<file path="config.mk">
export PLATFORM = sky130hd
export DESIGN_NAME = glf_interp
export DESIGN_NICKNAME = d
export VERILOG_FILES = /design/src/rtl/core/glf_pkg.sv /design/src/rtl/core/glf_interp.sv
export SDC_FILE = /design/constraint.sdc
export NUM_CORES = 2
export LEC_CHECK = 0
export BUFFER_PORTS_ARGS = -buffer_cell sky130_fd_sc_hd__buf_2
export CORE_ASPECT_RATIO = 0.6
export CORE_MARGIN = 2
export CORE_UTILIZATION = 55
export DETAILED_ROUTE_END_ITERATION = 8
export GPL_TIMING_DRIVEN = 1
export PLACE_DENSITY = 0.85
export SYNTH_ARGS = -nofsm -noshare
export SYNTH_HDL_FRONTEND = slang
export SYNTH_SLANG_ARGS = --single-unit
</file>
<file path="constraint.sdc">
create_clock -name clk -period 6 [get_ports clk]
set_clock_uncertainty 0.05 [all_clocks]
set_input_delay 0.9 -clock clk [delete_from_list [all_inputs] [get_ports clk]]
set_output_delay 0.9 -clock clk [all_outputs]
set_load 0.02 [all_outputs]
</file>
<file path="src/rtl/core/glf_pkg.sv">
// Package for the Gaussian line fraction core.
// Holds pipeline types, fixed-point constants and the tail probability ROM.
`default_nettype none
package glf_pkg;
	localparam int TableSteps = 60;
	localparam int FracBits   = 16;
	localparam int QuoBits    = 22;
	localparam int RemBits    = 54;
	localparam int DenBits    = 31;
	localparam int IdxBits    = 6;
	localparam int RomBits    = 17;

	typedef struct packed {
		logic                 vld;
		logic                 oor;
		logic [RemBits-1:0]   rem;
		logic [DenBits-1:0]   den;
		logic [QuoBits-1:0]   quo;
	} div_t;

	function automatic logic [RomBits-1:0] tail_rom(input logic [IdxBits-1:0] idx);
		logic [RomBits-1:0] v;
		case (idx)
			6'd0: v = 17'd65536;  6'd1: v = 17'd62923;  6'd2: v = 17'd60316;
			6'd3: v = 17'd57722;  6'd4: v = 17'd55147;  6'd5: v = 17'd52598;
			6'd6: v = 17'd50081;  6'd7: v = 17'd47601;  6'd8: v = 17'd45165;
			6'd9: v = 17'd42776;  6'd10: v = 17'd40441; 6'd11: v = 17'd38163;
			6'd12: v = 17'd35947; 6'd13: v = 17'd33796; 6'd14: v = 17'd31715;
			6'd15: v = 17'd29705; 6'd16: v = 17'd27768; 6'd17: v = 17'd25908;
			6'd18: v = 17'd24125; 6'd19: v = 17'd22421; 6'd20: v = 17'd20795;
			6'd21: v = 17'd19249; 6'd22: v = 17'd17782; 6'd23: v = 17'd16393;
			6'd24: v = 17'd15082; 6'd25: v = 17'd13848; 6'd26: v = 17'd12688;
			6'd27: v = 17'd11601; 6'd28: v = 17'd10585; 6'd29: v = 17'd9638;
			6'd30: v = 17'd8757;  6'd31: v = 17'd7939;  6'd32: v = 17'd7183;
			6'd33: v = 17'd6484;  6'd34: v = 17'd5841;  6'd35: v = 17'd5251;
			6'd36: v = 17'd4709;  6'd37: v = 17'd4215;  6'd38: v = 17'd3764;
			6'd39: v = 17'd3354;  6'd40: v = 17'd2982;  6'd41: v = 17'd2645;
			6'd42: v = 17'd2342;  6'd43: v = 17'd2068;  6'd44: v = 17'd1822;
			6'd45: v = 17'd1602;  6'd46: v = 17'd1406;  6'd47: v = 17'd1230;
			6'd48: v = 17'd1074;  6'd49: v = 17'd936;   6'd50: v = 17'd814;
			6'd51: v = 17'd706;   6'd52: v = 17'd611;   6'd53: v = 17'd528;
			6'd54: v = 17'd454;   6'd55: v = 17'd391;   6'd56: v = 17'd335;
			6'd57: v = 17'd287;   6'd58: v = 17'd245;   6'd59: v = 17'd208;
			6'd60: v = 17'd177;
			default: v = '0;
		endcase
		return v;
	endfunction
endpackage
`default_nettype wire

</file>
<file path="src/rtl/core/glf_interp.sv">
// Table lookup, linear interpolation and final complement, two register stages.
// Depends on glf_pkg.
`default_nettype none
module glf_interp (
	input  wire logic          clk,
	input  wire logic          arst_n,
	input  wire logic          en,
	input  wire glf_pkg::div_t d_in,
	output logic               vld_s3,
	output logic [15:0]        fraction_s3,
	output logic               oor_s3
);
	logic [5:0]  idx;
	logic [16:0] f_lo, f_hi;
	logic [33:0] p0_s2, p1_s2;
	logic        vld_s2, oor_s2;
	logic [34:0] acc;

	always_comb begin
		idx  = d_in.quo[21:16];
		f_hi = {1'b0, d_in.quo[15:0]};
		f_lo = 17'd65536 - f_hi;
		acc  = {1'b0, p0_s2} + {1'b0, p1_s2} + 35'd32768;
	end

	always_ff @(posedge clk or negedge arst_n) begin
		if (!arst_n) begin
			vld_s2 <= 1'b0;
			vld_s3 <= 1'b0;
		end else if (en) begin
			vld_s2 <= d_in.vld;
			vld_s3 <= vld_s2;
		end
	end

	always_ff @(posedge clk) begin
		if (en) begin
			oor_s2      <= d_in.oor;
			p0_s2       <= f_lo * glf_pkg::tail_rom(idx);
			p1_s2       <= f_hi * glf_pkg::tail_rom(idx + 6'd1);
			oor_s3      <= oor_s2;
			fraction_s3 <= oor_s2 ? 16'd0 : 16'(17'd65536 - acc[32:16]);
		end
	end
endmodule
`default_nettype wire

</file>
# ---- Word level (Yosys, flattened, before mapping)
# Memories as Yosys holds them, arrays and structs flattened.
# Index checks and enable logic that the tools add are counted.
dict set report word_totals {
  ff_bits 84
  latch_bits 0
  ram_bits 0
  mem_bits_ro 2176
  input_bits 112
  output_inout_bits 18
  elab_cells 18
  memories 2
}
dict set report classes {
  add_sub_neg 5
  n_mul 2
  div 0
  n_lt_le_gt_ge 0
  eq_ne 0
  shifts 0
  mux 2
  bitwise_logic 0
  reduce_logical 0
}
# memory words word_bits rd rd_ports_with_merged_regs wr line_no
set memory_table {}
lappend memory_table {{(name not given)} 64 17 1 0 0 glf_pkg.sv:23} ;# case (idx)
lappend memory_table {{(name not given)} 64 17 1 0 0 glf_pkg.sv:23}
# operator n
set ops {}
lappend ops {{17-bit 2-to-1 mux} 2}
lappend ops {{32-bit by 16-bit adder with 32-bit output (second input constant)} 1}
lappend ops {{32-bit adder} 1}
lappend ops {{16-bit by 17-bit multiplier with 32-bit output} 1}
lappend ops {{17-bit by 17-bit multiplier with 32-bit output} 1}
lappend ops {{17-bit by 16-bit subtractor with 17-bit output (first input constant)} 1}
lappend ops {{1-bit by 16-bit subtractor with 16-bit output (first input constant)} 1}
lappend ops {{6-bit by 1-bit adder with 6-bit output (second input constant)} 1}

# ---- Logic depth before layout (Yosys ltp)
# An unclocked memory read counts as a cell.
dict set report logic_depth {
  depth_word 4
  ltp_mapped 36
  depth_no_buf 33
}

# ---- Least setup slack after synthesis
# No wires, ideal clock.
dict set report synth_path {
  kind {input port to flip-flop}
  startpoint {input d_in[16] (netlist bit)}
  endpoint {register p1_s2[31] (data pin)}
  setup_ns 0.260
  t_arrival_ns 8.812
  required_ns 5.690
  slack_ns -3.121
  stages 34
  path_buffers 3
  cell_sequence {ha_1 -> inv_1 -> ha_1 -> clkbuf_1 -> inv_1 -> clkbuf_1 -> ha_1 -> a21oi_1 -> nor2_1 -> a41oi_1 -> o22ai_1 -> a21oi_1 -> clkbuf_1 -> nand2_1 -> fa_1 -> fa_1 -> fa_1 -> inv_1 -> fa_1 -> fa_1 -> inv_1 -> fa_1 -> inv_1 -> ha_1 -> a21o_1 -> a21o_1 -> a21oi_1 -> o21ai_0 -> or3_1 -> o211ai_1 -> a21oi_1 -> a2111o_1 -> a21oi_1 -> xnor2_1}
}
dict set report synth_via {
  elab_chain_len 4
}
# element line_no
set synth_rtl {}
lappend synth_rtl {{start: declaration} glf_interp.sv:8} ;# input wire glf_pkg::div_t d_in,
lappend synth_rtl {{6-bit by 1-bit adder with 6-bit output} glf_interp.sv:40} ;# p1_s2 <= f_hi * glf_pkg::tail_rom(idx + 6'd1);
lappend synth_rtl {{memory read 64 x 17 bit} --}
lappend synth_rtl {{17-bit 2-to-1 mux} glf_interp.sv:37} ;# if (en) begin
lappend synth_rtl {{16-bit by 17-bit multiplier with 32-bit output} glf_interp.sv:40}
lappend synth_rtl {{end signal: assignment} glf_interp.sv:40}
lappend synth_rtl {{end: declaration} glf_interp.sv:15} ;# logic [33:0] p0_s2, p1_s2;
# No other way between the ends. The select of a mux whose other input is x is not followed.
# A chain may end at the register's enable or synchronous reset.

# ---- Worst setup path after layout
dict set report layout_path {
  startpoint {input d_in[18] (netlist bit)}
  endpoint {register p1_s2[31] (data pin)}
}
# Same word-level chain as after synthesis.

==> results.cfg <==
[worst_setup_path]
startpoint_type = primary input
worstSetupEndpointType = register
cp-startpoint = d_in[18]
cp_slowest_cell = fa_1
cp.arrival_ns = 8.53
r2r-start = p1_s2[15]$_DFFE_PP_
critPathKind = primary input to register
slowest_delay_ns = 0.63
cp_max_fo = 8
critPathRequiredTime_ns = 6.06

[synth]
seq_area_frac_synth_pct = 9.81
yosys.area_share.simple_pct = 17.2
synth_mux_area_share_pct = 0.880
synth_flop_cell = edfxtp_1
synth_top_family_by_area = adder cells
ys.warnings.count = 0
synth_fa_ha_area_share_pct = 47.5
ys_async_sr_fraction_pct = 2.38
synth_nets = 3828
synth-compound-area-share_pct = 10.7
syn_area_um2 = 25600
synth.distinct_cells = 74
synth_seq_cells = 84
synth_xor_area_share_pct = 3.66
synthCells = 3002
synth_edf_count = 82
postSynthAreaPerCell_um2 = 8.53

[clock_tree]
cts_sinks = 84
cts_tree = built
htree_levels = 3
clockBufferDepth = 2
clkTransAtPathRegs_ns = 0.07
clk_latency_ns = 0.36
cts_hold_buf = 0
cts_buffers = 9
root_buffer = clkbuf_16

[placed_design]
dp.cells = 4030
port_buffers = 44
place.gp.congestion = 1.04
dp_hpwl_um = 67500

[global_routing]
antenna_found_initial = 7
track_usage_pct = 38.4
grt_pass1_vias = 25900
grt_pass1_wl_um = 142000
grt_max_degree = 65
grt_overflow = 0

[status]
violations = setup timing
status = complete, but fails checks

[detailed_routing]
via_count = 26000
drt-vias-per-instance = 6.26
wl_per_cell_um = 24.4
drt_pre_antenna_iters = 9
drc = 0
antenna_left = 0
wl_um = 101000
drtIter0Drc = 4210

[die]
ioPinCount = 130
die_y_um = 171
die_w_um = 283
num_rows = 61
coreArea_um2 = 46100
start_util_pct = 55.5
die_area_um2 = 48300

[cells_and_area]
area_growth_pct = 31.4
final_cell_mix = 513 x buf_4, 501 x inv_1, 405 x fa_1, 402 x nand2_1, 244 x ha_1
layout_commonest_cell = buf_4
nNetsFinal = 4337
fin_cells = 4152
drive_above_1_share_pct = 29.4

[sta]
slew_viol_final = 0
max_freq_mhz = 118
fin_crit_ns = 8.47
min_period_over_period_pct = 141
tightest_slew_ns = 0.913
finalSetupViolCount = 50
worst_slack_ns = -2.47
hold_viol_final = 0
maxSlewHeadroom_pct = 39.2
rsz0062_at_grt = yes

[job]
maxCapViolCount = 0

[worst_hold_path]
hold_path_class = primary input to async pin
[per-stage QoR]
step	area [µm²]	utilization, %	hold slack, ns	worst slack, ns	TNS (ns)
2_1_floorplan	26500	-	0.374	-2.08	-56.75
3_3_place_gp	30700	66.5	0.435	-2.54	-88.42
3_5_place_dp	30700	66.5	0.449	-2.76	-96.89
4_1_cts	32500	70.5	0.261	-1.93	-60.88
5_1_grt	33600	73.0	0.262	-2.61	-90.73
6_report	33600	73.0	0.259	-2.47	-86.02
[metal layers]
| metal | global-route usage (%) | vias to the layer above | share of wire [%] |
|---|---|---|---|
| met5 | 0 | - | 0.17 |
| met4 | 17.1 | 10 | 8.2 |
| met3 | 13.3 | 761 | 16 |
| met2 | 58.2 | 2458 | 41 |
| met1 | 49.8 | 12200 | 34 |
| li1 | - | 10500 | - |
[logic make-up after synthesis]
kind of cell               count (synthesis)
adders and majority gates                714
AOI/OAI and AO/OA                        425
buffers and inverters                    697
and+or+nand+nor                          957
muxes                                     18
DFF                                       84
xor gates and xnor gates                 107
[repair_timing]
| action | in CTS | in global routing |
|---|---|---|
| pin swaps | 108 | 132 |
| buffers inserted | 55 | 56 |
| cloned | 3 | 1 |
| gates resized for setup | 251 | 179 |
| setup endpoints to repair | 50 | 51 |
[layout make-up]
class	count	area, µm²
inverters	538	2060
clock buffers	9	225
diodes	6	15.0
multi-input cells	2221	22400
clock inverters	7	66.3
flip-flops and latches	84	2510
well taps	630	788
fillers	2823	12500
repair buffers	657	5530
[worst max-delay path: cells and delay by family]
family / cells / cell delay (ns)
xor+xnor: 2 / 0.37
fa+ha+maj: 8 / 3.54
buf+inv: 7 / 0.99
simple gates: 3 / 0.50
compound gates: 11 / 2.22
[state kept, by name (all words and copies together) (netlist names)]
| register | cells |
|---|---|
| fraction_s3 | 16 |
| oor_s2 | 1 |
| oor_s3 | 1 |
| p0_s2 | 32 |
| p1_s2 | 32 |
| vld_s2 | 1 |
| vld_s3 | 1 |
[worst paths after layout]
kind,end,depth (start not counted),slack [ns]
setup reg to reg,fraction_s3[15]$_SDFFCE_PP0P_,14,1.47
min in group clk,vld_s2$_DFFE_PN0P_,1,0.48
setup / recovery,p1_s2[31]$_DFFE_PP_,31,-2.47
hold reg to reg,vld_s2$_DFFE_PN0P_,1,0.48
max in group asynchronous,vld_s2$_DFFE_PN0P_,1,5.55
hold / removal,vld_s3$_DFFE_PN0P_,1,0.26
[cells in the mapped netlist (7+ instances only)]
master	instances	area, µm²
o21a_1	13	97.6
a21o_1	37	278
a211oi_1	21	158
clkbuf_1	148	556
and2_1	156	976
xnor2_1	71	622
o211ai_1	24	180
nand4_1	10	62.6
or3_1	15	93.8
nor3b_1	8	60.1
a311oi_1	7	61.3
o21bai_1	11	82.6
nand2b_1	17	106
a21oi_1	111	556
nor2b_1	27	169
a31oi_1	15	93.8
o311ai_0	7	61.3
ha_1	284	3550
nand2_1	440	1650
nor2_1	172	646
mux2i_1	9	90.1
nor4_1	10	62.6
inv_1	534	2000
buf_1	10	37.5
edfxtp_1	82	2460
o21ai_0	86	430
xor2_1	36	315
nand3_1	33	165
fa_1	430	8610
nor3_1	45	225
o21ai_1	25	125
Power is not shown: default switching activity piles up to over one toggle a cycle in this logic, so the estimate is an artifact.
