[src/rtl/core/glf_pkg.sv]
// Package for the Gaussian line fraction core.
// Holds pipeline types, fixed-point constants and the tail probability ROM.
`default_nettype none
package glf_pkg;
	localparam int TableSteps = 60;
	localparam int FracBits   = 16;
	localparam int QuoBits    = 22;
	localparam int RemBits    = 54;
	localparam int DenBits    = 31;
	localparam int IdxBits    = 6;
	localparam int RomBits    = 17;

	typedef struct packed {
		logic                 vld;
		logic                 oor;
		logic [RemBits-1:0]   rem;
		logic [DenBits-1:0]   den;
		logic [QuoBits-1:0]   quo;
	} div_t;

	function automatic logic [RomBits-1:0] tail_rom(input logic [IdxBits-1:0] idx);
		logic [RomBits-1:0] v;
		case (idx)
			6'd0: v = 17'd65536;  6'd1: v = 17'd62923;  6'd2: v = 17'd60316;
			6'd3: v = 17'd57722;  6'd4: v = 17'd55147;  6'd5: v = 17'd52598;
			6'd6: v = 17'd50081;  6'd7: v = 17'd47601;  6'd8: v = 17'd45165;
			6'd9: v = 17'd42776;  6'd10: v = 17'd40441; 6'd11: v = 17'd38163;
			6'd12: v = 17'd35947; 6'd13: v = 17'd33796; 6'd14: v = 17'd31715;
			6'd15: v = 17'd29705; 6'd16: v = 17'd27768; 6'd17: v = 17'd25908;
			6'd18: v = 17'd24125; 6'd19: v = 17'd22421; 6'd20: v = 17'd20795;
			6'd21: v = 17'd19249; 6'd22: v = 17'd17782; 6'd23: v = 17'd16393;
			6'd24: v = 17'd15082; 6'd25: v = 17'd13848; 6'd26: v = 17'd12688;
			6'd27: v = 17'd11601; 6'd28: v = 17'd10585; 6'd29: v = 17'd9638;
			6'd30: v = 17'd8757;  6'd31: v = 17'd7939;  6'd32: v = 17'd7183;
			6'd33: v = 17'd6484;  6'd34: v = 17'd5841;  6'd35: v = 17'd5251;
			6'd36: v = 17'd4709;  6'd37: v = 17'd4215;  6'd38: v = 17'd3764;
			6'd39: v = 17'd3354;  6'd40: v = 17'd2982;  6'd41: v = 17'd2645;
			6'd42: v = 17'd2342;  6'd43: v = 17'd2068;  6'd44: v = 17'd1822;
			6'd45: v = 17'd1602;  6'd46: v = 17'd1406;  6'd47: v = 17'd1230;
			6'd48: v = 17'd1074;  6'd49: v = 17'd936;   6'd50: v = 17'd814;
			6'd51: v = 17'd706;   6'd52: v = 17'd611;   6'd53: v = 17'd528;
			6'd54: v = 17'd454;   6'd55: v = 17'd391;   6'd56: v = 17'd335;
			6'd57: v = 17'd287;   6'd58: v = 17'd245;   6'd59: v = 17'd208;
			6'd60: v = 17'd177;
			default: v = '0;
		endcase
		return v;
	endfunction
endpackage
`default_nettype wire

[src/rtl/core/glf_front.sv]
// First stage: distance magnitude, width check, range check and numerator scaling.
// Depends on glf_pkg.
`default_nettype none
module glf_front (
	input  wire logic         clk,
	input  wire logic         arst_n,
	input  wire logic         en,
	input  wire logic         in_vld,
	input  wire logic [31:0]  energy,
	input  wire logic [31:0]  line_centre,
	input  wire logic [31:0]  line_width,
	output glf_pkg::div_t     div_s1
);
	logic signed [32:0] diff;
	logic [32:0] mag;
	logic [37:0] scaled;
	logic [33:0] lim;
	logic        oor;

	always_comb begin
		diff   = {energy[31], energy} - {line_centre[31], line_centre};
		mag    = diff[32] ? 33'(-diff) : 33'(diff);
		scaled = {1'b0, mag, 4'b0} + {3'b0, mag, 2'b0};
		lim    = {line_width[31], line_width, 1'b0} + {{2{line_width[31]}}, line_width};
		oor    = line_width[31] || (line_width == '0) || ({1'b0, mag} >= lim);
	end

	always_ff @(posedge clk or negedge arst_n) begin
		if (!arst_n) begin
			div_s1 <= '0;
		end else if (en) begin
			div_s1.vld <= in_vld;
			div_s1.oor <= oor;
			div_s1.rem <= {scaled, 16'b0};
			div_s1.den <= line_width[30:0];
			div_s1.quo <= '0;
		end
	end
endmodule
`default_nettype wire

[config.mk]
export PLATFORM = sky130hd
export DESIGN_NAME = glf_front
export DESIGN_NICKNAME = d
export VERILOG_FILES = /design/src/rtl/core/glf_pkg.sv /design/src/rtl/core/glf_front.sv
export SDC_FILE = /design/constraint.sdc
export NUM_CORES = 1
export LEC_CHECK = 0
export ABC_AREA = 1
export BUFFER_PORTS_ARGS = -buffer_cell sky130_fd_sc_hd__buf_2
export CORE_UTILIZATION = 25
export DETAILED_ROUTE_END_ITERATION = 16
export PLACE_DENSITY = 0.5
export SLEW_MARGIN = 20
export SYNTH_ARGS = -nofsm -noshare
export SYNTH_HDL_FRONTEND = slang
export SYNTH_SLANG_ARGS = --single-unit
[constraint.sdc]
create_clock -name clk -period 0.8 [get_ports clk]
set_clock_uncertainty 0.1 [all_clocks]
set_input_delay 0.08 -clock clk [delete_from_list [all_inputs] [get_ports clk]]
set_output_delay 0.08 -clock clk [all_outputs]
set_load 0.01 [all_outputs]
**Word level (Yosys, flattened, before mapping)**

Cells that the tools add are included.

- Bits in registers: 71
- Bits of input ports: 100
- Output and inout bits: 109
- Word-level logic and storage cells: 13

- $add $sub $neg: 4
- Order comparisons: 1
- Mux-type cells: 1
- Reductions and logical operators: 3

Operators with widths:

| kind | count |
|---|---|
| adder 37 x 35 -> 38 bit | 1 |
| adder 33 x 32 -> 34 bit | 1 |
| greater-or-equal comparator 33 x 34 -> 1 bit | 1 |
| two-way mux 33 bit | 1 |
| negation 33 bit | 1 |
| subtractor 32 x 32 -> 33 bit | 1 |
| zero test 32 bit | 1 |
| logical OR 1 bit | 2 |

**Depth between registers and ports, before layout**

Gate-level depths: netlist of the first run.

- Depth after elaboration: 5
- Gate-level depth with buffers: 35
- Depth with buffers taken out: 34

**Worst setup path after synthesis of the first run**

OpenSTA, ideal clock, no wires.

- Kind: input to register
- Start point: input energy[0]
- End point: register div_s1[99] in the netlist's numbering
- Library setup time: 0.118 ns
- Arrival time: 4.071 ns
- Required time: 0.582 ns
- Setup slack: -3.489 ns
- Stages: 32
- Path buffers: 1
- Cells stage by stage: inv_1 > ha_1 > fa_1 > inv_1 > nand2_1 > nand2_1 > nand3_1 > nand2_2 > nand2_1 > nand2_1 > nand3b_1 > nand3_1 > nand2_1 > buf_2 > nor2_1 > xor2_1 > inv_1 > ha_1 > fa_1 > nand2_1 > o21ai_1 > a21oi_1 > o21bai_1 > nand3_1 > nand2_1 > a21oi_1 > o21bai_1 > nand2_1 > nand2_1 > or2_2 > nand3_1 > nand2_1

- Cells in the longest elaborated chain, start to end: 4

RTL lines:

| element | RTL line | RTL |
|---|---|---|
| start: declaration | glf_front.sv:9 | `input wire logic [31:0] energy,` |
| subtractor 32 x 32 -> 33 bit * | glf_front.sv:21 | `diff = {energy[31], energy} - {line_centre[31], line_centre};` |
| negation 33 bit | glf_front.sv:22 | `mag = diff[32] ? 33'(-diff) : 33'(diff);` |
| two-way mux 33 bit * | glf_front.sv:22 |  |
| adder 37 x 35 -> 38 bit * | glf_front.sv:23 | `scaled = {1'b0, mag, 4'b0} + {3'b0, mag, 2'b0};` |
| end: declaration | glf_front.sv:12 | `output glf_pkg::div_t div_s1` |

Mark *: on every way between the ends. The rest lies on a longest branch, timed or not.
A chain may end at the register's enable or synchronous reset.

**Worst setup path in the final report of the first run**

- Start point: input energy[0]
- End point: register div_s1[102] in the netlist's numbering

Same word-level chain as after synthesis.

==> impl_metrics.prom, run 1 <==
# TYPE chip_impl_metric gauge
chip_impl_metric{name="final.fill_count",unit=""} 4144
chip_impl_info{name="r2r-end",value="div_s1[79]"} 1
chip_impl_metric{name="fp.dieW",unit="microns"} 207
chip_impl_metric{name="power.static_leakage",unit="nW"} 10.2
chip_impl_metric{name="clk_pin_slew",unit="ps"} 70
chip_impl_metric{name="fin_crit",unit="ps"} 3880
chip_impl_metric{name="hpwlAfterDp",unit="mm"} 31.1
chip_impl_metric{name="synth_seq_area_share",unit=""} 0.164
chip_impl_metric{name="vias",unit=""} 13000
chip_impl_info{name="timing.rr.start",value="div_s1[79]"} 1
chip_impl_metric{name="report.final.hold_viol_count",unit=""} 2
chip_impl_metric{name="clock_sinks",unit=""} 69
chip_impl_metric{name="post_synth_inst_count",unit=""} 1694
chip_impl_info{name="yosysTopAreaCell",value="sky130_fd_sc_hd__nand2_1"} 1
chip_impl_info{name="start_kind",value="primary input"} 1
chip_impl_metric{name="postPlaceCellArea",unit="sq mm"} 0.0153
chip_impl_metric{name="remaining_drc_errors",unit=""} 0
chip_impl_info{name="biggestRegsByFlops",value="div_s1 x69"} 1
chip_impl_metric{name="asyncSetResetFlopFracSynth",unit=""} 1.00
chip_impl_info{name="ys_dominant_reg_cell",value="sky130_fd_sc_hd__dfrtp_1"} 1
chip_impl_info{name="violations",value="hold timing, setup timing"} 1
chip_impl_metric{name="global_route_wire_length_before_repair",unit="mm"} 64.1
chip_impl_metric{name="place.port_buffers",unit=""} 168
chip_impl_metric{name="layout_setup_ws",unit="ps"} -3080
chip_impl_metric{name="synthesis.area_per_instance",unit="sq um"} 6.21
chip_impl_info{name="timing.critical_path.to_type",value="register"} 1
chip_impl_metric{name="fmaxAchievable",unit="MHz"} 258
chip_impl_info{name="status",value="complete, but fails checks"} 1
chip_impl_metric{name="fin_crit_sh",unit=""} 4.85
chip_impl_info{name="cts_root_buffer_type",value="sky130_fd_sc_hd__clkbuf_16"} 1
chip_impl_metric{name="post_route_cell_area",unit="sq mm"} 0.0192
chip_impl_metric{name="critical_path_required",unit="ps"} 940
chip_impl_metric{name="min_path_cells",unit=""} 3
chip_impl_metric{name="clock_path_buffers",unit=""} 2
chip_impl_info{name="grt_setup_unrepaired",value="yes"} 1
chip_impl_info{name="worst_path_dominant_cell_family",value="simple AND/OR/NAND/NOR gates"} 1
chip_impl_metric{name="placementRows",unit=""} 74
chip_impl_metric{name="p_sw",unit="W"} 0.0233
chip_impl_metric{name="largest_register_ff_count",unit=""} 69
chip_impl_metric{name="avgViaCountPerCell",unit=""} 4.38
chip_impl_metric{name="final_antenna_net_count",unit=""} 0
chip_impl_metric{name="combinationalPowerShare",unit=""} 0.820
chip_impl_info{name="most_common_cell_after_layout_fill_and_taps_aside",value="sky130_fd_sc_hd__buf_4"} 1
chip_impl_metric{name="critical-path-max-stage-delay",unit="ps"} 590
chip_impl_metric{name="synth.yosys.warnings",unit=""} 0
chip_impl_metric{name="grt_antenna_before_repair",unit=""} 0
chip_impl_metric{name="seq_power_share",unit=""} 0.099
chip_impl_info{name="crit_slowest_cell",value="sky130_fd_sc_hd__fa_2"} 1
chip_impl_metric{name="reg2regPathDepth",unit=""} 4
chip_impl_metric{name="floorplan.die.height",unit="microns"} 207
chip_impl_metric{name="core-area",unit="sq mm"} 0.0412
chip_impl_metric{name="synth_edf_count",unit=""} 0
chip_impl_metric{name="ys_types",unit=""} 50
chip_impl_info{name="hold_path.startpoint",value="line_width[4]"} 1
chip_impl_metric{name="holdBufCountCts",unit=""} 14
chip_impl_metric{name="grt_start_max_net_pins",unit=""} 59
chip_impl_metric{name="clock_power_share",unit=""} 0.082
chip_impl_metric{name="first_global_vias",unit=""} 12900
chip_impl_metric{name="detail_route.first_pass.iterations",unit=""} 5
chip_impl_metric{name="power.share.switching",unit=""} 0.440
chip_impl_metric{name="drive_above_1_share",unit=""} 0.469
chip_impl_metric{name="logic_depth_of_the_worst_setup_path_including_buffers",unit=""} 26
chip_impl_info{name="most_flop_heavy_register",value="div_s1"} 1
chip_impl_metric{name="die-area",unit="sq mm"} 0.0429
chip_impl_info{name="synth_top_cells_by_area",value="sky130_fd_sc_hd__nand2_1 18%, sky130_fd_sc_hd__ha_1 17%, sky130_fd_sc_hd__dfrtp_1 16%"} 1
chip_impl_metric{name="number_of_buffers_created_by_cts",unit=""} 9
chip_impl_metric{name="synth.top_cell.area_share",unit=""} 0.178
chip_impl_metric{name="routedWlPerCell",unit="microns"} 13.6
chip_impl_metric{name="max-vdd-ir-drop",unit="mV"} 1.76
chip_impl_metric{name="clkLatencyLatePin",unit="ps"} 350
chip_impl_metric{name="globalRoute.totalOverflow",unit=""} 0
chip_impl_metric{name="floorplan.initialDensity",unit=""} 0.255
chip_impl_metric{name="critical_path_peak_fanout",unit=""} 4
chip_impl_metric{name="timing.final.max_slew_violations",unit=""} 0
chip_impl_info{name="final_cell_mix",value="496 x sky130_fd_sc_hd__buf_4, 411 x sky130_fd_sc_hd__nand2_1, 257 x sky130_fd_sc_hd__inv_1, 146 x sky130_fd_sc_hd__buf_2, 90 x sky130_fd_sc_hd__ha_1"} 1
chip_impl_metric{name="fin_worst_hold_slack",unit="ps"} -45.2
chip_impl_metric{name="cell_internal_pwr",unit="W"} 0.0296
chip_impl_metric{name="ioPinCount",unit=""} 209
chip_impl_metric{name="layout-area-overhead-vs-synth",unit="%"} 82.7
chip_impl_metric{name="post_layout_power",unit="W"} 0.0529
chip_impl_metric{name="synth.cell_area",unit="sq mm"} 0.0105
chip_impl_info{name="min_delay_worst_endpoint",value="div_s1[26]"} 1
chip_impl_metric{name="timing.final.setup_violations",unit=""} 126
chip_impl_info{name="hold_class",value="primary input to register"} 1
chip_impl_metric{name="antenna_cells_inserted",unit=""} 0
chip_impl_metric{name="yosys_register_bits",unit=""} 69
chip_impl_metric{name="grt_usage",unit=""} 0.182
chip_impl_metric{name="routed_wirelength",unit="mm"} 40.3
chip_impl_metric{name="power_density",unit="mW/mm^2"} 2750
chip_impl_metric{name="htreeDepth",unit=""} 3
chip_impl_metric{name="r2r_slack",unit="ps"} -170
chip_impl_metric{name="maxCapViolCount",unit=""} 0
chip_impl_info{name="startpoint",value="energy[0]"} 1
chip_impl_metric{name="worstPathArrival",unit="ps"} 4020
chip_impl_info{name="cts_tree",value="done"} 1
chip_impl_metric{name="crit_buf_inv",unit=""} 4
chip_impl_metric{name="first_drt_iteration_drcs",unit=""} 623
chip_impl_metric{name="layout.nets",unit=""} 2678
chip_impl_metric{name="routabilityCongestion",unit=""} 0.869
chip_impl_info{name="setup.worst_path.class",value="primary input to register"} 1
-- worst max-delay path by stage --
stage | to | slack (ps)
floorplan | div_s1[99] | -3120
global placement | div_s1[98] | -3990
detailed placement | div_s1[98] | -3970
CTS | div_s1[104] | -2950
global route | div_s1[102] | -3340
finish | div_s1[102] | -3080
-- repair_timing --
item	CTS	global route
endpoints found under the hold margin	84	2
setup buffers	123	54
setup endpoints to repair	105	136
pin swaps	129	111
resized for setup	283	247
gates cloned	0	1
-- kinds of logic (layout without fill, tap and decap cells) --
| kind of cell | count (synthesis) | after routing | share of synthesized area |
|---|---|---|---|
| xor+xnor | 78 | 78 | 0.0649 |
| flops | 69 | 69 | 0.164 |
| fa+ha+maj | 147 | 147 | 0.177 |
| simple gates | 797 | 797 | 0.321 |
| compound gates | 245 | 245 | 0.130 |
| other cells | 1 | 40 | 0.000356 |
| buf+inv | 357 | 1060 | 0.143 |
-- routing by layer --
metal  GRT usage  part of all wire  wire length [microns]  vias up
met1       0.238              0.46                  18700     5967
li1            -                 -                      -     6782
met4      0.0425             0.018                    741        0
met3      0.0220             0.034                   1390       39
met5           0                 0                      0        -
met2       0.317              0.48                  19500      221
-- worst min-delay path: cells and delay by family --
kind	cells	cell delay, ps
buffers and inverters	2	190
AO/OA/AOI/OAI	1	80
-- power by group through the flow --
stage	Combinational, W	Clock (W)	Sequential [W]
final	0.0434	0.00432	0.00522
after global routing	0.0469	0.00458	0.00534
after CTS	0.0372	0.00445	0.00517
after detailed placement	0.0286	0	0.00520
after global placement	0.0283	0	0.00519
after floorplan	0.0147	0	0.00554
-- Yosys cell counts, types with 2 or more instances --
library cell	n
sky130_fd_sc_hd__o221ai_1	3
sky130_fd_sc_hd__nand3b_1	5
sky130_fd_sc_hd__buf_2	2
sky130_fd_sc_hd__inv_2	11
sky130_fd_sc_hd__buf_4	42
sky130_fd_sc_hd__fa_1	3
sky130_fd_sc_hd__dfrtp_1	69
sky130_fd_sc_hd__a211oi_1	3
sky130_fd_sc_hd__a21o_1	8
sky130_fd_sc_hd__or2_2	6
sky130_fd_sc_hd__a21oi_1	96
sky130_fd_sc_hd__o31ai_1	3
sky130_fd_sc_hd__o21bai_1	4
sky130_fd_sc_hd__and2_1	2
sky130_fd_sc_hd__o21ai_1	12
sky130_fd_sc_hd__nand2_2	14
sky130_fd_sc_hd__nand2_1	498
sky130_fd_sc_hd__o211ai_1	2
sky130_fd_sc_hd__inv_1	288
sky130_fd_sc_hd__a221oi_1	2
sky130_fd_sc_hd__xnor2_1	28
sky130_fd_sc_hd__nor3_1	16
sky130_fd_sc_hd__nor4_1	8
sky130_fd_sc_hd__o21ai_0	84
sky130_fd_sc_hd__and3_1	2
sky130_fd_sc_hd__xor2_1	50
sky130_fd_sc_hd__nand3_1	80
sky130_fd_sc_hd__clkbuf_1	13
sky130_fd_sc_hd__nor2_1	119
sky130_fd_sc_hd__nor2_4	2
sky130_fd_sc_hd__nand4_1	24
sky130_fd_sc_hd__nor2_2	10
sky130_fd_sc_hd__nand3_2	8
sky130_fd_sc_hd__a21boi_0	7
sky130_fd_sc_hd__a31oi_1	10
sky130_fd_sc_hd__o21a_1	3
sky130_fd_sc_hd__ha_1	144
-- area by class of cell --
type | count | area [sq um] | share of cell area
clock buffer | 10 | 239 | 0.0124
multi-input combinational | 1307 | 9750 | 0.507
timing repair buffer | 743 | 5620 | 0.292
tap | 532 | 666 | 0.0346
timing repair inverter | 1 | 6.26 | 0.000325
inverter | 300 | 1150 | 0.0599
sequential | 69 | 1730 | 0.0898
clock inverter | 6 | 70.1 | 0.00364
-- stage by stage --
stage	instances	utilization	setup TNS [ps]	hold slack (ps)	setup WS [ps]
final	2968	0.467	-113810	-45.2	-3080
after global routing	2968	0.467	-123090	-19.7	-3340
after CTS	2927	0.433	-111960	-39.9	-2950
after detailed placement	2804	0.372	-131000	-172	-3970
after global placement	2804	0.372	-130480	-172	-3990
after floorplan	1733	-	-94000	-316	-3120
Power figures use the tool's default switching activity.
==> run 2: changes to the inputs <==
CORE_UTILIZATION = 40   (was 25)
PLACE_DENSITY = 0.69   (was 0.5)
==> run 2 against run 1 <==
Net effect: the run still ends with hold timing, setup timing left; combinational power shrank 3%; count of clock-buffer cells in the layout is the same; sequential power grew 0.8%; critical path depth grew 9; cell count shrank 8.0%; sequential cell count is the same; sequential share of layout area grew 0.47 points; clock power shrank 3%; register-to-register slack lost 40 ps; setup slack lost 190 ps.
==> impl_metrics.prom, run 2 (synthesized netlist as in run 1, its figures left out) <==
# TYPE chip_impl_metric gauge
chip_impl_metric{name="place.port_buffers",unit=""} 168
chip_impl_metric{name="globalRoute.totalOverflow",unit=""} 0
chip_impl_info{name="biggestRegsByFlops",value="div_s1 x69"} 1
chip_impl_info{name="most_common_cell_after_layout_fill_and_taps_aside",value="sky130_fd_sc_hd__buf_4"} 1
chip_impl_metric{name="first_drt_iteration_drcs",unit=""} 1135
chip_impl_info{name="crit_slowest_cell",value="sky130_fd_sc_hd__fa_2"} 1
chip_impl_metric{name="timing.final.max_slew_violations",unit=""} 0
chip_impl_info{name="endpoint",value="div_s1[94]"} 1
chip_impl_info{name="status",value="complete, but fails checks"} 1
chip_impl_info{name="timing.critical_path.to_type",value="register"} 1
chip_impl_metric{name="die-area",unit="sq mm"} 0.0270
chip_impl_info{name="r2r-end",value="div_s1[80]"} 1
chip_impl_metric{name="maxCapViolCount",unit=""} 0
chip_impl_metric{name="fin_crit",unit="ps"} 4070
chip_impl_info{name="most_flop_heavy_register",value="div_s1"} 1
chip_impl_metric{name="antenna_cells_inserted",unit=""} 0
chip_impl_metric{name="detail_route.first_pass.iterations",unit=""} 5
chip_impl_info{name="setup.worst_path.class",value="primary input to register"} 1
chip_impl_metric{name="hpwlAfterDp",unit="mm"} 28.3
chip_impl_metric{name="final.fill_count",unit=""} 1955
chip_impl_metric{name="global_route_wire_length_before_repair",unit="mm"} 59.2
chip_impl_metric{name="largest_register_ff_count",unit=""} 69
chip_impl_metric{name="reg2regPathDepth",unit=""} 4
chip_impl_metric{name="final_antenna_net_count",unit=""} 0
chip_impl_metric{name="grt_start_max_net_pins",unit=""} 52
chip_impl_metric{name="vias",unit=""} 13800
chip_impl_metric{name="layout_setup_ws",unit="ps"} -3270
chip_impl_metric{name="layout-area-overhead-vs-synth",unit="%"} 73.7
chip_impl_metric{name="drive_above_1_share",unit=""} 0.441
chip_impl_info{name="timing.rr.start",value="div_s1[80]"} 1
chip_impl_metric{name="routabilityCongestion",unit=""} 0.915
chip_impl_info{name="hold_class",value="primary input to register"} 1
chip_impl_metric{name="holdBufCountCts",unit=""} 17
chip_impl_info{name="grt_setup_unrepaired",value="yes"} 1
chip_impl_info{name="cts_tree",value="done"} 1
chip_impl_metric{name="htreeDepth",unit=""} 3
chip_impl_metric{name="fmaxAchievable",unit="MHz"} 246
chip_impl_metric{name="postPlaceCellArea",unit="sq mm"} 0.0149
chip_impl_metric{name="critical_path_required",unit="ps"} 970
chip_impl_metric{name="power.static_leakage",unit="nW"} 9.95
chip_impl_metric{name="critical_path_peak_fanout",unit=""} 7
chip_impl_metric{name="first_global_vias",unit=""} 12800
chip_impl_metric{name="fin_worst_hold_slack",unit="ps"} -44.5
chip_impl_metric{name="routedWlPerCell",unit="microns"} 15.5
chip_impl_info{name="violations",value="hold timing, setup timing"} 1
chip_impl_info{name="worst_path_most_repeated_cell",value="sky130_fd_sc_hd__nand2_2"} 1
chip_impl_metric{name="fin_crit_sh",unit=""} 5.09
chip_impl_metric{name="placementRows",unit=""} 59
chip_impl_metric{name="timing.final.setup_violations",unit=""} 118
chip_impl_metric{name="critical-path-max-stage-delay",unit="ps"} 360
chip_impl_metric{name="layout.nets",unit=""} 2638
chip_impl_metric{name="r2r_slack",unit="ps"} -210
chip_impl_metric{name="avgViaCountPerCell",unit=""} 5.05
chip_impl_metric{name="number_of_buffers_created_by_cts",unit=""} 9
chip_impl_metric{name="routed_wirelength",unit="mm"} 42.3
chip_impl_info{name="startpoint",value="energy[0]"} 1
chip_impl_metric{name="grt_antenna_before_repair",unit=""} 2
chip_impl_metric{name="ioPinCount",unit=""} 209
chip_impl_metric{name="floorplan.initialDensity",unit=""} 0.406
chip_impl_metric{name="power_density",unit="mW/mm^2"} 2820
chip_impl_metric{name="clkLatencyLatePin",unit="ps"} 350
chip_impl_info{name="cts_root_buffer_type",value="sky130_fd_sc_hd__clkbuf_16"} 1
chip_impl_metric{name="worstPathArrival",unit="ps"} 4240
chip_impl_metric{name="floorplan.die.height",unit="microns"} 164
chip_impl_metric{name="core-area",unit="sq mm"} 0.0259
chip_impl_metric{name="max-vdd-ir-drop",unit="mV"} 2.45
chip_impl_info{name="start_kind",value="primary input"} 1
chip_impl_metric{name="clk_pin_slew",unit="ps"} 60
chip_impl_metric{name="clock_path_buffers",unit=""} 2
chip_impl_metric{name="grt_usage",unit=""} 0.273
chip_impl_metric{name="clock_sinks",unit=""} 69
chip_impl_metric{name="report.final.hold_viol_count",unit=""} 3
chip_impl_info{name="final_cell_mix",value="474 x sky130_fd_sc_hd__buf_4, 429 x sky130_fd_sc_hd__nand2_1, 265 x sky130_fd_sc_hd__inv_1, 153 x sky130_fd_sc_hd__buf_2, 97 x sky130_fd_sc_hd__ha_1"} 1
chip_impl_metric{name="remaining_drc_errors",unit=""} 0
chip_impl_metric{name="post_route_cell_area",unit="sq mm"} 0.0183
chip_impl_metric{name="fp.dieW",unit="microns"} 164
==> run 2: metal layers <==
layer	GRT usage	vias to the layer above	wire [microns]	share of wire
met1	0.335	6434	17300	0.41
met5	0	-	11	0.00026
li1	-	6716	-	-
met3	0.0338	155	2290	0.054
met2	0.492	496	21000	0.50
met4	0.0859	2	1620	0.038
==> run 2: worst min-delay path by stage <==
| stage | from | to | slack [ps] | cells after the start |
|---|---|---|---|---|
| after floorplan | arst_n | div_s1[100] | -320 | 0 |
| after global placement | arst_n | div_s1[30] | -110 | 1 |
| after detailed placement | arst_n | div_s1[29] | -110 | 1 |
| after CTS | line_width[3] | div_s1[25] | -40 | 3 |
| after global routing | line_width[3] | div_s1[25] | -20 | 3 |
| final | line_width[2] | div_s1[24] | -40 | 3 |
==> run 2: area by class of cell <==
| type | instances | area, sq um | area share |
|---|---|---|---|
| timing repair buffer | 704 | 5260 | 0.288 |
| multi-input combinational | 1307 | 9420 | 0.515 |
| sequential | 69 | 1730 | 0.0945 |
| clock inverter | 6 | 62.6 | 0.00342 |
| clock buffer | 10 | 239 | 0.0131 |
| tap | 335 | 419 | 0.0229 |
| inverter | 300 | 1150 | 0.0632 |
==> run 2: critical path, delay by kind of cell <==
family	cells	cell delay [ps]
buffers and inverters	6	600
and+or+nand+nor	21	1800
AOI/OAI and AO/OA	4	780
adders and majority gates	3	820
xor gates and xnor gates	1	170
==> run 2: what timing repair did <==
item | 4_1_cts | 5_1_grt
resized for setup | 220 | 201
buffers inserted | 81 | 47
pin swaps | 90 | 91
gates cloned | 0 | 1
hold endpoints to repair | 88 | 2
endpoints found under the setup margin | 105 | 125
==> run 2: power breakdown <==
part / switching, W / internal [W]
Sequential: 0.000738 / 0.00452
Combinational: 0.0210 / 0.0210
Clock: 0.00172 / 0.00249
==> run 2: per-stage QoR <==
step | util | setup TNS, ps | total power (W) | setup slack (ps) | std cells
finish | 0.705 | -119660 | 0.0515 | -3270 | 2731
global route | 0.705 | -127430 | 0.0543 | -3460 | 2731
CTS | 0.661 | -109900 | 0.0445 | -2920 | 2697
detailed placement | 0.577 | -121360 | 0.0328 | -3650 | 2585
global placement | 0.577 | -117540 | 0.0322 | -3580 | 2585
floorplan | - | -94000 | 0.0202 | -3120 | 1733
==> run 3: changes to the inputs <==
SKIP_CTS_REPAIR_TIMING = 1   (was not set)
==> run 3 against run 2 <==
Net effect: the run still ends with hold timing, setup timing left; non-clock buffer count shrank 68; sequential share of layout area grew 0.62 points; critical path depth shrank 7; setup slack gained 190 ps; routed wire length shrank 14%; cell count shrank 2.5%; design area shrank 6.2%; count of clock-buffer cells in the layout is the same; register-to-register slack gained 110 ps; power shrank 13%; largest power group unchanged; hold slack lost 19 ps; die area is the same.
==> impl_metrics.prom, run 3 (synthesized netlist as in run 1, its figures left out) <==
# TYPE chip_impl_metric gauge
chip_impl_metric{name="floorplan.initialDensity",unit=""} 0.406
chip_impl_metric{name="final_antenna_net_count",unit=""} 0
chip_impl_metric{name="setup_tns",unit="ps"} -113980
chip_impl_metric{name="routedWlPerCell",unit="microns"} 13.6
chip_impl_metric{name="remaining_drc_errors",unit=""} 0
chip_impl_info{name="cts_tree",value="done"} 1
chip_impl_metric{name="routed_wirelength",unit="mm"} 36.3
chip_impl_metric{name="ioPinCount",unit=""} 209
chip_impl_metric{name="antenna_cells_inserted",unit=""} 0
chip_impl_metric{name="p_sw",unit="W"} 0.0201
chip_impl_info{name="hold_class",value="primary input to register"} 1
chip_impl_metric{name="cell_internal_pwr",unit="W"} 0.0245
chip_impl_info{name="worst_path_most_repeated_cell",value="sky130_fd_sc_hd__nand2_2"} 1
chip_impl_metric{name="clkLatencyLatePin",unit="ps"} 350
chip_impl_metric{name="power.static_leakage",unit="nW"} 9.49
chip_impl_metric{name="htreeDepth",unit=""} 3
chip_impl_metric{name="vias",unit=""} 12900
chip_impl_metric{name="clock_power_share",unit=""} 0.093
chip_impl_metric{name="layout-area-overhead-vs-synth",unit="%"} 63.0
chip_impl_metric{name="critical-path-max-stage-delay",unit="ps"} 370
chip_impl_metric{name="grt_start_max_net_pins",unit=""} 52
chip_impl_info{name="setup.worst_path.class",value="primary input to register"} 1
chip_impl_metric{name="combinationalPowerShare",unit=""} 0.790
chip_impl_metric{name="hpwlAfterDp",unit="mm"} 28.3
chip_impl_metric{name="avgViaCountPerCell",unit=""} 4.85
chip_impl_metric{name="globalRoute.totalOverflow",unit=""} 0
chip_impl_metric{name="clock_path_buffers",unit=""} 2
chip_impl_metric{name="max-vdd-ir-drop",unit="mV"} 2.38
chip_impl_metric{name="first_drt_iteration_drcs",unit=""} 835
chip_impl_info{name="cts_root_buffer_type",value="sky130_fd_sc_hd__clkbuf_16"} 1
chip_impl_info{name="violations",value="hold timing, setup timing"} 1
chip_impl_metric{name="worstPathArrival",unit="ps"} 4010
chip_impl_info{name="start_kind",value="primary input"} 1
chip_impl_metric{name="fin_crit_sh",unit=""} 4.85
chip_impl_metric{name="floorplan.die.height",unit="microns"} 164
chip_impl_metric{name="fin_crit",unit="ps"} 3880
chip_impl_metric{name="r2r_slack",unit="ps"} -100
chip_impl_metric{name="fmaxAchievable",unit="MHz"} 258
chip_impl_metric{name="drive_above_1_share",unit=""} 0.406
chip_impl_metric{name="global_route_wire_length_before_repair",unit="mm"} 53.5
chip_impl_metric{name="number_of_buffers_created_by_cts",unit=""} 9
chip_impl_metric{name="power.share.switching",unit=""} 0.450
chip_impl_metric{name="post_layout_power",unit="W"} 0.0447
chip_impl_metric{name="layout.nets",unit=""} 2570
chip_impl_metric{name="grt_antenna_before_repair",unit=""} 2
chip_impl_metric{name="maxCapViolCount",unit=""} 0
chip_impl_info{name="biggestRegsByFlops",value="div_s1 x69"} 1
chip_impl_metric{name="clock_sinks",unit=""} 69
chip_impl_metric{name="critical_path_peak_fanout",unit=""} 3
chip_impl_info{name="timing.critical_path.to_type",value="register"} 1
chip_impl_metric{name="final.fill_count",unit=""} 2222
chip_impl_metric{name="grt_usage",unit=""} 0.246
chip_impl_metric{name="crit_buf_inv",unit=""} 8
chip_impl_info{name="final_cell_mix",value="445 x sky130_fd_sc_hd__buf_4, 435 x sky130_fd_sc_hd__nand2_1, 277 x sky130_fd_sc_hd__inv_1, 156 x sky130_fd_sc_hd__buf_2, 105 x sky130_fd_sc_hd__ha_1"} 1
chip_impl_metric{name="first_global_vias",unit=""} 11600
chip_impl_info{name="most_common_cell_after_layout_fill_and_taps_aside",value="sky130_fd_sc_hd__buf_4"} 1
chip_impl_metric{name="report.final.hold_viol_count",unit=""} 13
chip_impl_info{name="grt_setup_unrepaired",value="yes"} 1
chip_impl_metric{name="critical_path_required",unit="ps"} 930
chip_impl_metric{name="timing.final.max_slew_violations",unit=""} 0
chip_impl_metric{name="largest_register_ff_count",unit=""} 69
chip_impl_metric{name="detail_route.first_pass.iterations",unit=""} 5
chip_impl_metric{name="die-area",unit="sq mm"} 0.0270
chip_impl_metric{name="seq_power_share",unit=""} 0.117
chip_impl_metric{name="power_density",unit="mW/mm^2"} 2600
chip_impl_metric{name="fp.dieW",unit="microns"} 164
chip_impl_metric{name="placementRows",unit=""} 59
chip_impl_metric{name="fin_worst_hold_slack",unit="ps"} -63.9
chip_impl_info{name="worst_path_dominant_cell_family",value="simple AND/OR/NAND/NOR gates"} 1
chip_impl_info{name="status",value="complete, but fails checks"} 1
chip_impl_metric{name="timing.final.setup_violations",unit=""} 112
chip_impl_metric{name="place.port_buffers",unit=""} 168
chip_impl_info{name="crit_slowest_cell",value="sky130_fd_sc_hd__ha_1"} 1
chip_impl_metric{name="clk_pin_slew",unit="ps"} 70
chip_impl_metric{name="layout_setup_ws",unit="ps"} -3080
chip_impl_info{name="most_flop_heavy_register",value="div_s1"} 1
chip_impl_metric{name="routabilityCongestion",unit=""} 0.915
chip_impl_metric{name="core-area",unit="sq mm"} 0.0259
==> run 3: cell count changes in the layout (fill, tap and decap cells not counted), moves of 9 or more <==
cell,previous run,this run
sky130_fd_sc_hd__dlygate4sd3_1,16,7
sky130_fd_sc_hd__o21ai_0,30,46
sky130_fd_sc_hd__buf_4,474,445
sky130_fd_sc_hd__buf_6,51,19
sky130_fd_sc_hd__inv_1,265,277
sky130_fd_sc_hd__inv_2,32,20
==> run 3: power by group through the flow <==
stage / sequential (W) / clock (W) / combinational [W]
finish: 0.00522 / 0.00417 / 0.0353
global route: 0.00529 / 0.00435 / 0.0383
CTS: 0.00519 / 0.00422 / 0.0278
detailed placement: 0.00522 / 0 / 0.0276
global placement: 0.00522 / 0 / 0.0270
floorplan: 0.00554 / 0 / 0.0147
==> run 3: final cells by class <==
class | instances | area, sq um | area share
clock buffer | 10 | 239 | 0.0139
multi-input combinational | 1307 | 8980 | 0.523
tap | 335 | 419 | 0.0244
inverter | 300 | 1140 | 0.0667
sequential | 69 | 1730 | 0.101
clock inverter | 6 | 62.6 | 0.00365
timing repair buffer | 636 | 4590 | 0.267
==> run 3: worst paths after layout <==
check                               start          end  cells after the start
setup reg to reg               div_s1[94]   div_s1[94]                      3
min in group asynchronous          arst_n   div_s1[31]                      2
max in group asynchronous          arst_n   div_s1[81]                      3
hold / removal             line_width[24]   div_s1[46]                      3
setup / recovery                energy[0]   div_s1[93]                     28
hold reg to reg               div_s1[105]  div_s1[105]                      2
==> run 3: worst reg2reg max path, delay by kind of cell, from the launching register on <==
family / cells / cell delay (ps)
DFF: 1 / 400
buffers and inverters: 1 / 140
and+or+nand+nor: 1 / 80
AOI/OAI and AO/OA: 1 / 50
==> run 3: metrics by stage <==
stage                util  area (sq um)  hold WS [ps]  worst slack, ps  instances
floorplan               -         11000          -316            -3120       1733
global placement    0.577         14900          -106            -3580       2585
detailed placement  0.577         14900          -110            -3650       2585
CTS                 0.589         15200          -480            -3290       2601
global route        0.662         17200         -42.0            -3340       2663
finish              0.662         17200         -63.9            -3080       2663
==> run 3: per-layer routing <==
metal / global-route usage / wire length [microns] / vias to the layer above
li1: - / - / 6599
met1: 0.324 / 16400 / 5938
met2: 0.426 / 17600 / 316
met3: 0.0260 / 1540 / 65
met4: 0.0556 / 726 / 2
met5: 0 / 11 / -
